`src/rtl/morse_code_run_encoder_unit_assert.svh`:
```
// Assertion macros used by the Morse run encoder queue.
`ifndef MORSE_CODE_RUN_ENCODER_UNIT_ASSERT_SVH
`define MORSE_CODE_RUN_ENCODER_UNIT_ASSERT_SVH
`ifndef SYNTHESIS
// Same-cycle implication, checked on the rising clock edge outside reset.
`define MCRE_ASSERT_IMP(label, cond, prop) \
   label: assert property (@(posedge clock) disable iff (reset) (cond) |-> (prop)) \
      else $error("mcre assertion failed");
// Next-cycle implication, checked on the rising clock edge outside reset.
`define MCRE_ASSERT_NXT(label, cond, prop) \
   label: assert property (@(posedge clock) disable iff (reset) (cond) |=> (prop)) \
      else $error("mcre assertion failed");
`else
`define MCRE_ASSERT_IMP(label, cond, prop)
`define MCRE_ASSERT_NXT(label, cond, prop)
`endif
`endif

```
`src/rtl/mcre_pkg.sv`:
```
// Types, constants and the letter table of the Morse run encoder.
`timescale 1ns / 1ps
package mcre_pkg;

   // One character's work, as handed from front to back
   typedef struct packed {
      logic       gap_en;     // a leading silence run is due
      logic       gap_word;   // 1: word gap, 0: letter gap
      logic [2:0] elem_cnt;   // number of marks, 0 to 4
      logic [3:0] pattern;    // bit i set: mark i is a dash
   } desc_type;

   // Timing registers
   typedef struct packed {
      logic [7:0] dot_ticks;
      logic [7:0] dash_ticks;
      logic [7:0] letter_gap_ticks;
      logic [7:0] word_gap_ticks;
   } cfg_type;

   // Register indexes
   localparam logic [1:0] REG_DOT_TICKS        = 2'd0;
   localparam logic [1:0] REG_DASH_TICKS       = 2'd1;
   localparam logic [1:0] REG_LETTER_GAP_TICKS = 2'd2;
   localparam logic [1:0] REG_WORD_GAP_TICKS   = 2'd3;

   // Character codes
   localparam logic [7:0] CHAR_SPACE   = 8'h20;
   localparam logic [7:0] CHAR_LOWER_A = 8'h61;
   localparam logic [7:0] CHAR_LOWER_Z = 8'h7A;
   localparam logic [7:0] CHAR_UPPER_A = 8'h41;
   localparam logic [7:0] CHAR_UPPER_Z = 8'h5A;
   localparam logic [7:0] CASE_OFFSET  = 8'h20;

   // Silence between the marks of one letter
   localparam logic [7:0] ELEM_GAP_TICKS = 8'd1;

   // Letter table: {mark count, dash pattern} for A..Z
   function automatic logic [6:0] letter_code(input logic [4:0] idx);
      logic [6:0] code;
      unique case (idx)
         5'd0:    code = {3'd2, 4'h2};
         5'd1:    code = {3'd4, 4'h1};
         5'd2:    code = {3'd4, 4'h5};
         5'd3:    code = {3'd3, 4'h1};
         5'd4:    code = {3'd1, 4'h0};
         5'd5:    code = {3'd4, 4'h4};
         5'd6:    code = {3'd3, 4'h3};
         5'd7:    code = {3'd4, 4'h0};
         5'd8:    code = {3'd2, 4'h0};
         5'd9:    code = {3'd4, 4'hE};
         5'd10:   code = {3'd3, 4'h5};
         5'd11:   code = {3'd4, 4'h2};
         5'd12:   code = {3'd2, 4'h3};
         5'd13:   code = {3'd2, 4'h1};
         5'd14:   code = {3'd3, 4'h7};
         5'd15:   code = {3'd4, 4'h6};
         5'd16:   code = {3'd4, 4'hB};
         5'd17:   code = {3'd3, 4'h2};
         5'd18:   code = {3'd3, 4'h0};
         5'd19:   code = {3'd1, 4'h1};
         5'd20:   code = {3'd3, 4'h4};
         5'd21:   code = {3'd4, 4'h8};
         5'd22:   code = {3'd3, 4'h6};
         5'd23:   code = {3'd4, 4'h9};
         5'd24:   code = {3'd4, 4'hD};
         5'd25:   code = {3'd4, 4'h3};
         default: code = 7'd0;
      endcase
      return code;
   endfunction

endpackage

```
`src/rtl/morse_code_run_encoder_unit.sv`:
```
// Top level of the Morse run encoder: timing registers, front, queue and back.
//
//   Channel | Direction | Word contents
//   req     | in        | tdata[7:0] char_code, tuser[0] message_start
//   rsp     | out       | tdata[7:0] run_ticks, tuser[0] level, tlast last_run
//   csr     | in        | csr_index register, csr_wdata[7:0] value
//
// The front takes one character per cycle while the queue has room.
// The back sends one run per cycle while rsp_tready allows, so a character costs
// its run count, 1 to 8 runs (leading gap plus 2*marks-1); the back is the limit.
// Accept to first run: queue, descriptor registers, then the output register.
// Reset is synchronous; a stalled rsp side fills the queue, then drops req_tready.
`timescale 1ns / 1ps
module morse_code_run_encoder_unit
   import mcre_pkg::*;
#(
   parameter int QUEUE_DEPTH = 4
) (
   input  logic       clock,
   input  logic       reset,
   input  logic       req_tvalid,
   output logic       req_tready,
   input  logic [7:0] req_tdata,    // [7:0] char_code
   input  logic [0:0] req_tuser,    // [0] message_start
   output logic       rsp_tvalid,
   input  logic       rsp_tready,
   output logic [7:0] rsp_tdata,    // [7:0] run_ticks
   output logic [0:0] rsp_tuser,    // [0] level
   output logic       rsp_tlast,
   input  logic       csr_we,
   input  logic [1:0] csr_index,
   input  logic [7:0] csr_wdata
);

   cfg_type  cfg_ff, cfg_in;
   desc_type push_desc, pop_desc;
   logic     push, pop, q_full, q_empty;

   // Timing registers
   always_comb begin
      cfg_in = cfg_ff;
      if (csr_we) begin
         unique case (csr_index)
            REG_DOT_TICKS:        cfg_in.dot_ticks        = csr_wdata;
            REG_DASH_TICKS:       cfg_in.dash_ticks       = csr_wdata;
            REG_LETTER_GAP_TICKS: cfg_in.letter_gap_ticks = csr_wdata;
            REG_WORD_GAP_TICKS:   cfg_in.word_gap_ticks   = csr_wdata;
            default:              cfg_in = cfg_ff;
         endcase
      end
   end

   always_ff @(posedge clock) begin
      if (reset) begin
         cfg_ff.dot_ticks        <= 8'd1;
         cfg_ff.dash_ticks       <= 8'd3;
         cfg_ff.letter_gap_ticks <= 8'd3;
         cfg_ff.word_gap_ticks   <= 8'd7;
      end else begin
         cfg_ff <= cfg_in;
      end
   end

   mcre_front u_front (
      .clock      (clock),
      .reset      (reset),
      .req_tvalid (req_tvalid),
      .req_tready (req_tready),
      .req_tdata  (req_tdata),
      .req_tuser  (req_tuser),
      .q_full     (q_full),
      .push       (push),
      .push_desc  (push_desc)
   );

   mcre_queue #(
      .DEPTH (QUEUE_DEPTH)
   ) u_queue (
      .clock     (clock),
      .reset     (reset),
      .push      (push),
      .push_desc (push_desc),
      .pop       (pop),
      .pop_desc  (pop_desc),
      .full      (q_full),
      .empty     (q_empty)
   );

   mcre_back u_back (
      .clock      (clock),
      .reset      (reset),
      .cfg        (cfg_ff),
      .q_empty    (q_empty),
      .q_desc     (pop_desc),
      .pop        (pop),
      .rsp_tvalid (rsp_tvalid),
      .rsp_tready (rsp_tready),
      .rsp_tdata  (rsp_tdata),
      .rsp_tuser  (rsp_tuser),
      .rsp_tlast  (rsp_tlast)
   );

endmodule

```
`src/rtl/mcre_front.sv`:
```
// Front end: takes characters, folds case, tracks letter spacing, builds descriptors.
`timescale 1ns / 1ps
module mcre_front
   import mcre_pkg::*;
(
   input  logic       clock,
   input  logic       reset,
   input  logic       req_tvalid,
   output logic       req_tready,
   input  logic [7:0] req_tdata,   // [7:0] char_code
   input  logic [0:0] req_tuser,   // [0] message_start
   input  logic       q_full,
   output logic       push,
   output desc_type   push_desc
);

   logic       prev_ff, prev_in;
   logic [7:0] folded;
   logic       is_space, is_letter, prev_eff;
   logic [4:0] letter_idx;
   logic [6:0] code;
   logic       accept;

   assign req_tready = !q_full;
   assign accept     = req_tvalid && req_tready;

   // Classify the character
   always_comb begin
      folded = req_tdata;
      if (req_tdata >= CHAR_LOWER_A && req_tdata <= CHAR_LOWER_Z) begin
         folded = req_tdata - CASE_OFFSET;
      end
      is_space   = (folded == CHAR_SPACE);
      is_letter  = (folded >= CHAR_UPPER_A) && (folded <= CHAR_UPPER_Z);
      letter_idx = 5'(folded - CHAR_UPPER_A);
      code       = letter_code(letter_idx);
      prev_eff   = prev_ff && !req_tuser[0];

      push_desc.gap_en   = is_space || prev_eff;
      push_desc.gap_word = is_space;
      push_desc.elem_cnt = (is_letter && !is_space) ? code[6:4] : 3'd0;
      push_desc.pattern  = code[3:0];

      // A character with no runs at all is dropped here
      push    = accept && (push_desc.gap_en || (push_desc.elem_cnt != 3'd0));
      prev_in = accept ? !is_space : prev_ff;
   end

   always_ff @(posedge clock) begin
      if (reset) begin
         prev_ff <= 1'b0;
      end else begin
         prev_ff <= prev_in;
      end
   end

endmodule

```
`src/rtl/mcre_queue.sv`:
```
// Small descriptor queue between the front and back ends.
`timescale 1ns / 1ps
module mcre_queue
   import mcre_pkg::*;
#(
   parameter int DEPTH = 4
) (
   input  logic     clock,
   input  logic     reset,
   input  logic     push,
   input  desc_type push_desc,
   input  logic     pop,
   output desc_type pop_desc,
   output logic     full,
   output logic     empty
);
`include "morse_code_run_encoder_unit_assert.svh"

   localparam int PW = (DEPTH > 1) ? $clog2(DEPTH) : 1;
   localparam int CW = $clog2(DEPTH + 1);

   desc_type        mem_ff [DEPTH];
   logic [PW-1:0]   wr_ptr_ff, wr_ptr_in;
   logic [PW-1:0]   rd_ptr_ff, rd_ptr_in;
   logic [CW-1:0]   count_ff, count_in;

   assign full     = (count_ff == CW'(DEPTH));
   assign empty    = (count_ff == '0);
   assign pop_desc = mem_ff[rd_ptr_ff];

   // Pointer and fill count
   always_comb begin
      wr_ptr_in = wr_ptr_ff;
      rd_ptr_in = rd_ptr_ff;
      count_in  = count_ff;
      if (push) begin
         wr_ptr_in = (wr_ptr_ff == PW'(DEPTH - 1)) ? '0 : wr_ptr_ff + 1'b1;
      end
      if (pop) begin
         rd_ptr_in = (rd_ptr_ff == PW'(DEPTH - 1)) ? '0 : rd_ptr_ff + 1'b1;
      end
      if (push && !pop) begin
         count_in = count_ff + 1'b1;
      end else if (pop && !push) begin
         count_in = count_ff - 1'b1;
      end
   end

   always_ff @(posedge clock) begin
      if (reset) begin
         wr_ptr_ff <= '0;
         rd_ptr_ff <= '0;
         count_ff  <= '0;
      end else begin
         wr_ptr_ff <= wr_ptr_in;
         rd_ptr_ff <= rd_ptr_in;
         count_ff  <= count_in;
      end
   end

   // Storage
   always_ff @(posedge clock) begin
      if (push) begin
         mem_ff[wr_ptr_ff] <= push_desc;
      end
   end

   `MCRE_ASSERT_IMP(a_count_bound, 1'b1, count_ff <= CW'(DEPTH))
   `MCRE_ASSERT_IMP(a_no_pop_empty, pop, count_ff != '0)
   `MCRE_ASSERT_NXT(a_count_up, push && !pop, count_ff == $past(count_ff) + CW'(1))

endmodule

```
`src/rtl/mcre_back.sv`:
```
// Back end: walks one descriptor into runs, one run per cycle while rsp_tready allows, into the output register.
`timescale 1ns / 1ps
module mcre_back
   import mcre_pkg::*;
(
   input  logic       clock,
   input  logic       reset,
   input  cfg_type    cfg,
   input  logic       q_empty,
   input  desc_type   q_desc,
   output logic       pop,
   output logic       rsp_tvalid,
   input  logic       rsp_tready,
   output logic [7:0] rsp_tdata,   // [7:0] run_ticks
   output logic [0:0] rsp_tuser,   // [0] level
   output logic       rsp_tlast
);

   // Descriptor being worked
   logic       cur_ff, cur_in;
   logic       gap_ff, gap_in;
   logic       word_ff, word_in;
   logic       sep_ff, sep_in;
   logic [2:0] cnt_ff, cnt_in;
   logic [3:0] pat_ff, pat_in;

   // Output register
   logic       rsp_valid_ff, rsp_valid_in;
   logic [7:0] ticks_ff, ticks_in;
   logic       level_ff, level_in;
   logic       last_ff, last_in;

   logic       run_level, run_last, emit;
   logic [7:0] run_ticks;

   // Next run of the current descriptor
   always_comb begin
      if (gap_ff) begin
         run_level = 1'b0;
         run_ticks = word_ff ? cfg.word_gap_ticks : cfg.letter_gap_ticks;
         run_last  = (cnt_ff == 3'd0);
      end else if (sep_ff) begin
         run_level = 1'b0;
         run_ticks = ELEM_GAP_TICKS;
         run_last  = 1'b0;
      end else begin
         run_level = 1'b1;
         run_ticks = pat_ff[0] ? cfg.dash_ticks : cfg.dot_ticks;
         run_last  = (cnt_ff == 3'd1);
      end
   end

   assign emit = cur_ff && (!rsp_valid_ff || rsp_tready);
   assign pop  = !q_empty && (!cur_ff || (emit && run_last));

   // Sequencer and output register next values
   always_comb begin
      cur_in       = cur_ff;
      gap_in       = gap_ff;
      word_in      = word_ff;
      sep_in       = sep_ff;
      cnt_in       = cnt_ff;
      pat_in       = pat_ff;
      rsp_valid_in = rsp_valid_ff;
      ticks_in     = ticks_ff;
      level_in     = level_ff;
      last_in      = last_ff;

      if (emit) begin
         rsp_valid_in = 1'b1;
         ticks_in     = run_ticks;
         level_in     = run_level;
         last_in      = run_last;
      end else if (rsp_tready) begin
         rsp_valid_in = 1'b0;
      end

      if (pop) begin
         cur_in  = 1'b1;
         gap_in  = q_desc.gap_en;
         word_in = q_desc.gap_word;
         sep_in  = 1'b0;
         cnt_in  = q_desc.elem_cnt;
         pat_in  = q_desc.pattern;
      end else if (emit) begin
         cur_in = !run_last;
         if (gap_ff) begin
            gap_in = 1'b0;
         end else if (sep_ff) begin
            sep_in = 1'b0;
         end else begin
            cnt_in = cnt_ff - 3'd1;
            pat_in = {1'b0, pat_ff[3:1]};
            sep_in = 1'b1;
         end
      end
   end

   always_ff @(posedge clock) begin
      if (reset) begin
         cur_ff       <= 1'b0;
         rsp_valid_ff <= 1'b0;
      end else begin
         cur_ff       <= cur_in;
         rsp_valid_ff <= rsp_valid_in;
      end
      gap_ff   <= gap_in;
      word_ff  <= word_in;
      sep_ff   <= sep_in;
      cnt_ff   <= cnt_in;
      pat_ff   <= pat_in;
      ticks_ff <= ticks_in;
      level_ff <= level_in;
      last_ff  <= last_in;
   end

   assign rsp_tvalid   = rsp_valid_ff;
   assign rsp_tdata    = ticks_ff;
   assign rsp_tuser[0] = level_ff;
   assign rsp_tlast    = last_ff;

endmodule
```
`config.mk`:
```
export PLATFORM = sky130hd
export DESIGN_NAME = morse_code_run_encoder_unit
export DESIGN_NICKNAME = d
export VERILOG_FILES = /design/src/rtl/mcre_pkg.sv /design/src/rtl/morse_code_run_encoder_unit.sv /design/src/rtl/mcre_front.sv /design/src/rtl/mcre_queue.sv /design/src/rtl/mcre_back.sv
export VERILOG_INCLUDE_DIRS = /design/src /design/src/rtl
export SDC_FILE = /design/constraint.sdc
export NUM_CORES = 1
export LEC_CHECK = 0
export ABC_CLOCK_PERIOD_IN_PS = 7900
export BUFFER_PORTS_ARGS = -buffer_cell sky130_fd_sc_hd__buf_2
export CORE_ASPECT_RATIO = 1.5
export CORE_MARGIN = 5
export CORE_UTILIZATION = 35
export DETAILED_ROUTE_END_ITERATION = 16
export PLACE_DENSITY_LB_ADDON = 0.05
export SLEW_MARGIN = 40
export SYNTH_ARGS = -nofsm -noshare
export SYNTH_HDL_FRONTEND = slang
export SYNTH_SLANG_ARGS = --single-unit
export TNS_END_PERCENT = 5
```
`constraint.sdc`:
```
create_clock -name clock -period 7.9 [get_ports clock]
set_clock_uncertainty 0.15 [all_clocks]
set_input_delay 1.58 -clock clock [delete_from_list [all_inputs] [get_ports clock]]
set_output_delay 1.58 -clock clock [all_outputs]
set_load 0.03 [all_outputs]
```
==> results.sh <==
export IMPL_outcome="completed"
export IMPL_setup_viol=0
export IMPL_fin_util_pct=39.5
export IMPL_synth_seq_area_share_pct=50.1
export IMPL_coreArea_um2=14400
export IMPL_yosys_cell_types_count=65
export IMPL_drv_slew=0
export IMPL_seq_area_um2=2550
export IMPL_cts_sinks=100
export IMPL_initial_utilization_pct=35.4
export IMPL_instances_no_fill=690
export IMPL_path_cells="buf_2 -> clkinv_2 -> ha_2 -> nor3b_2 -> xnor2_2 -> mux2i_1 -> o221a_2 -> and4_4 -> a21oi_2 -> ha_1 -> inv_1 -> fa_1 -> xor2_1 -> or3_1 -> a21oi_1"
export IMPL_rows=54
export IMPL_r2r_end="u_queue.count_ff[2]$_SDFFE_PP0P_"
export IMPL_fp_dieH_um=158
export IMPL_yosys_warnings=0
export IMPL_grt_first_pass_wirelength_um=18700
export IMPL_p_leak_nw=2.18
export IMPL_startpoint_type="input pin"
export IMPL_drcViolationCount=0
export IMPL_multi_input_area_um2=2310
export IMPL_post_drt_wl_per_cell_um=16.9
export IMPL_cts_setup_buffers=0
export IMPL_slowest_delay_ns=0.58
export IMPL_fin_crit_sh_pct=67.8
export IMPL_syn_inst=467
export IMPL_critical_path_slowest_cell="xnor2_2"
export IMPL_rsz0062_at_grt="false"
export IMPL_slew_headroom_pct=52.0
export IMPL_clockBufferDepth=2
export IMPL_hold_class="reg2reg"
export IMPL_r2r_start="u_back.gap_ff$_SDFFCE_PN0P_"
export IMPL_dp_cells=674
export IMPL_globalRouteOverflowTotal=0
export IMPL_yosysTopAreaCell="edfxtp_1"
export IMPL_min_to="cfg_ff[6]$_SDFFE_PP0P_"
export IMPL_cts_tree="built"
export IMPL_fin_ws_ns=2.54
export IMPL_reg2regPathDepth=13
export IMPL_syn_avg_cell_area_um2=10.9
export IMPL_synth_top_area_share_pct=32.4
export IMPL_cp_startpoint="req_tdata[0]"
export IMPL_h_tree_depth=3
export IMPL_area_delta_synth_final_pct=11.8
export IMPL_gp_congestion=0.843
export IMPL_critPathRequiredTime_ns=8.02
export IMPL_min_period_ns=5.36
export IMPL_finalInstanceArea_um2=5690
export IMPL_synth_area_um2=5090
export IMPL_die_area_um2=17100
export IMPL_pin_count=36
export IMPL_synth_common_cells="57 x nand2_1, 55 x edfxtp_1, 45 x dfxtp_1"
export IMPL_ant_nets=0
export IMPL_synth_area_leaders="edfxtp_1 32%, dfxtp_1 18%, mux2i_1 5.3%"
export IMPL_yosys_area_share_xor_xnor_pct=1.84
export IMPL_endpoint_kind="register"
export IMPL_vias=3427
export IMPL_timing_hold_ws_ns=0.304
export IMPL_placed_area_um2=5380
export IMPL_synth_mux_area_share_pct=11.5
export IMPL_yosysMostFrequentCell="nand2_1"
export IMPL_path_class="in2reg"
export IMPL_clockRootBuffer="clkbuf_16"
export IMPL_p_total_mw=1.58
export IMPL_cp_arrival_ns=5.47
export IMPL_grtUsageTotal_pct=14.3
export IMPL_ys_ff_latch=100
export IMPL_fmax_mhz=187
export IMPL_post_cts_resized=0
export IMPL_synthFlopType="edfxtp_1"
export IMPL_r2r_slack_ns=4.50
export IMPL_hold_viol=0
export IMPL_grt_pass1_vias=3448
export IMPL_clk_latency_ns=0.34
export IMPL_n_fill_cell=1446
export IMPL_grt_max_degree=47
export IMPL_vias_per_cell=4.97
export IMPL_drt_iter0_markers=146
export IMPL_drive_above_1_share_pct=18.8
export IMPL_ir_worst_vdd_mv=0.104
export IMPL_drt_total_wl_um=11700
export IMPL_synth_simple_area_share_pct=15.1
export IMPL_setup_tns_ns=0
export IMPL_synthArstFlopShare_pct=0
export IMPL_hold_start="cfg_ff[6]$_SDFFE_PP0P_"
export IMPL_drtPass1Iterations=4
export IMPL_clk_pin_slew_ns=0.07
export IMPL_antenna_cells=0
export IMPL_holdPathStages=2
export IMPL_synth_nets=511
export IMPL_cp_max_fo=23
export IMPL_worstMarginPinSlew_ns=0.717
export IMPL_synth_top_family_by_area="simple AND/OR/NAND/NOR gates"
export IMPL_synth_compound_area_share_pct=11.8
export IMPL_dp_slack_ns=1.97
export IMPL_fin_nets=533
export IMPL_holdBufCountCts=0
export IMPL_power_density_nw_per_um2=278
export IMPL_cts_buffers=9
export IMPL_synth_edf_count=55
export IMPL_drv_cap=0
export IMPL_die_x_um=108
export IMPL_synthAdderAreaFrac_pct=5.06
export IMPL_io_buffer_count=35
export IMPL_dp_hpwl_um=8560
export IMPL_antenna_found_initial=0
[layer usage]
metal	GRT usage, %	part of all wire (%)	vias to the layer above
met3	2.28	3.0	16
li1	-	-	1713
met2	27.8	57	57
met4	5.29	2.4	0
met1	15.3	38	1641
met5	0	0	-
[worst max-delay path, delay by kind of cell]
kind | cells | cell delay, ns
buf+inv | 3 | 0.65
xor+xnor | 2 | 0.75
simple gates | 3 | 0.73
mux | 1 | 0.16
fa+ha+maj | 3 | 0.99
compound gates | 3 | 0.59
[cell type report]
class                           instances  share of cell area [%]
Clock buffer                            9                    3.96
Clock inverter                          7                    1.43
Inverter                               21                    1.41
Multi-Input combinational cell        320                    40.6
Sequential cell                       100                    44.9
Tap cell                              196                    4.31
Timing Repair Buffer                   37                    3.39
[report_power, final]
part / internal (mW) / switching [mW]
Combinational: 0.172 / 0.239
Clock: 0.229 / 0.212
Sequential: 0.653 / 0.0764
Total: 1.05 / 0.527
[state kept, by name, summed over array words and instances (netlist names), 2 cells and up, named ones only]
| signal | cells |
|---|---|
| u_back.pat_ff | 4 |
| u_back.rsp_tdata | 8 |
| cfg_ff | 32 |
| u_queue.mem_ff | 36 |
| u_queue.rd_ptr_ff | 2 |
| u_back.cnt_ff | 3 |
| u_queue.wr_ptr_ff | 2 |
| u_queue.count_ff | 3 |
[how the worst max path moves through the flow]
stage	endpoint	slack, ns	depth (start not counted)
after global placement	u_queue.count_ff[2]$_SDFFE_PP0P_	2.12	15
after detailed placement	u_queue.count_ff[2]$_SDFFE_PP0P_	1.97	15
after global routing	u_queue.count_ff[2]$_SDFFE_PP0P_	2.22	15
after CTS	u_queue.count_ff[2]$_SDFFE_PP0P_	2.32	15
final	u_queue.count_ff[2]$_SDFFE_PP0P_	2.54	15
after floorplan	u_queue.count_ff[2]$_SDFFE_PP0P_	3.16	15
[placed cells by master (no fill, tap or decap), drive strengths merged, types with 3 or more instances in the layout]
cell type / count
mux4: 9
inv: 26
nor2: 43
nand2b: 6
nor3b: 3
nor4: 3
nor3: 7
or2: 3
ha: 19
and2b: 3
dfxtp: 45
nand2: 57
o21ai: 21
a211o: 6
clkbuf: 9
edfxtp: 55
xnor2: 7
or3: 3
a21boi: 4
nand3: 7
mux2: 10
a22oi: 5
buf: 37
a211oi: 4
nor2b: 4
nand3b: 6
mux2i: 27
a21oi: 29
and2: 4
[cells by family after synthesis]
group	after synthesis
AOI/OAI and AO/OA	89
xor gates and xnor gates	9
adders and majority gates	20
buffers and inverters	47
DFF	100
muxes	46
and+or+nand+nor	156
Power figures use the tool's default switching activity.
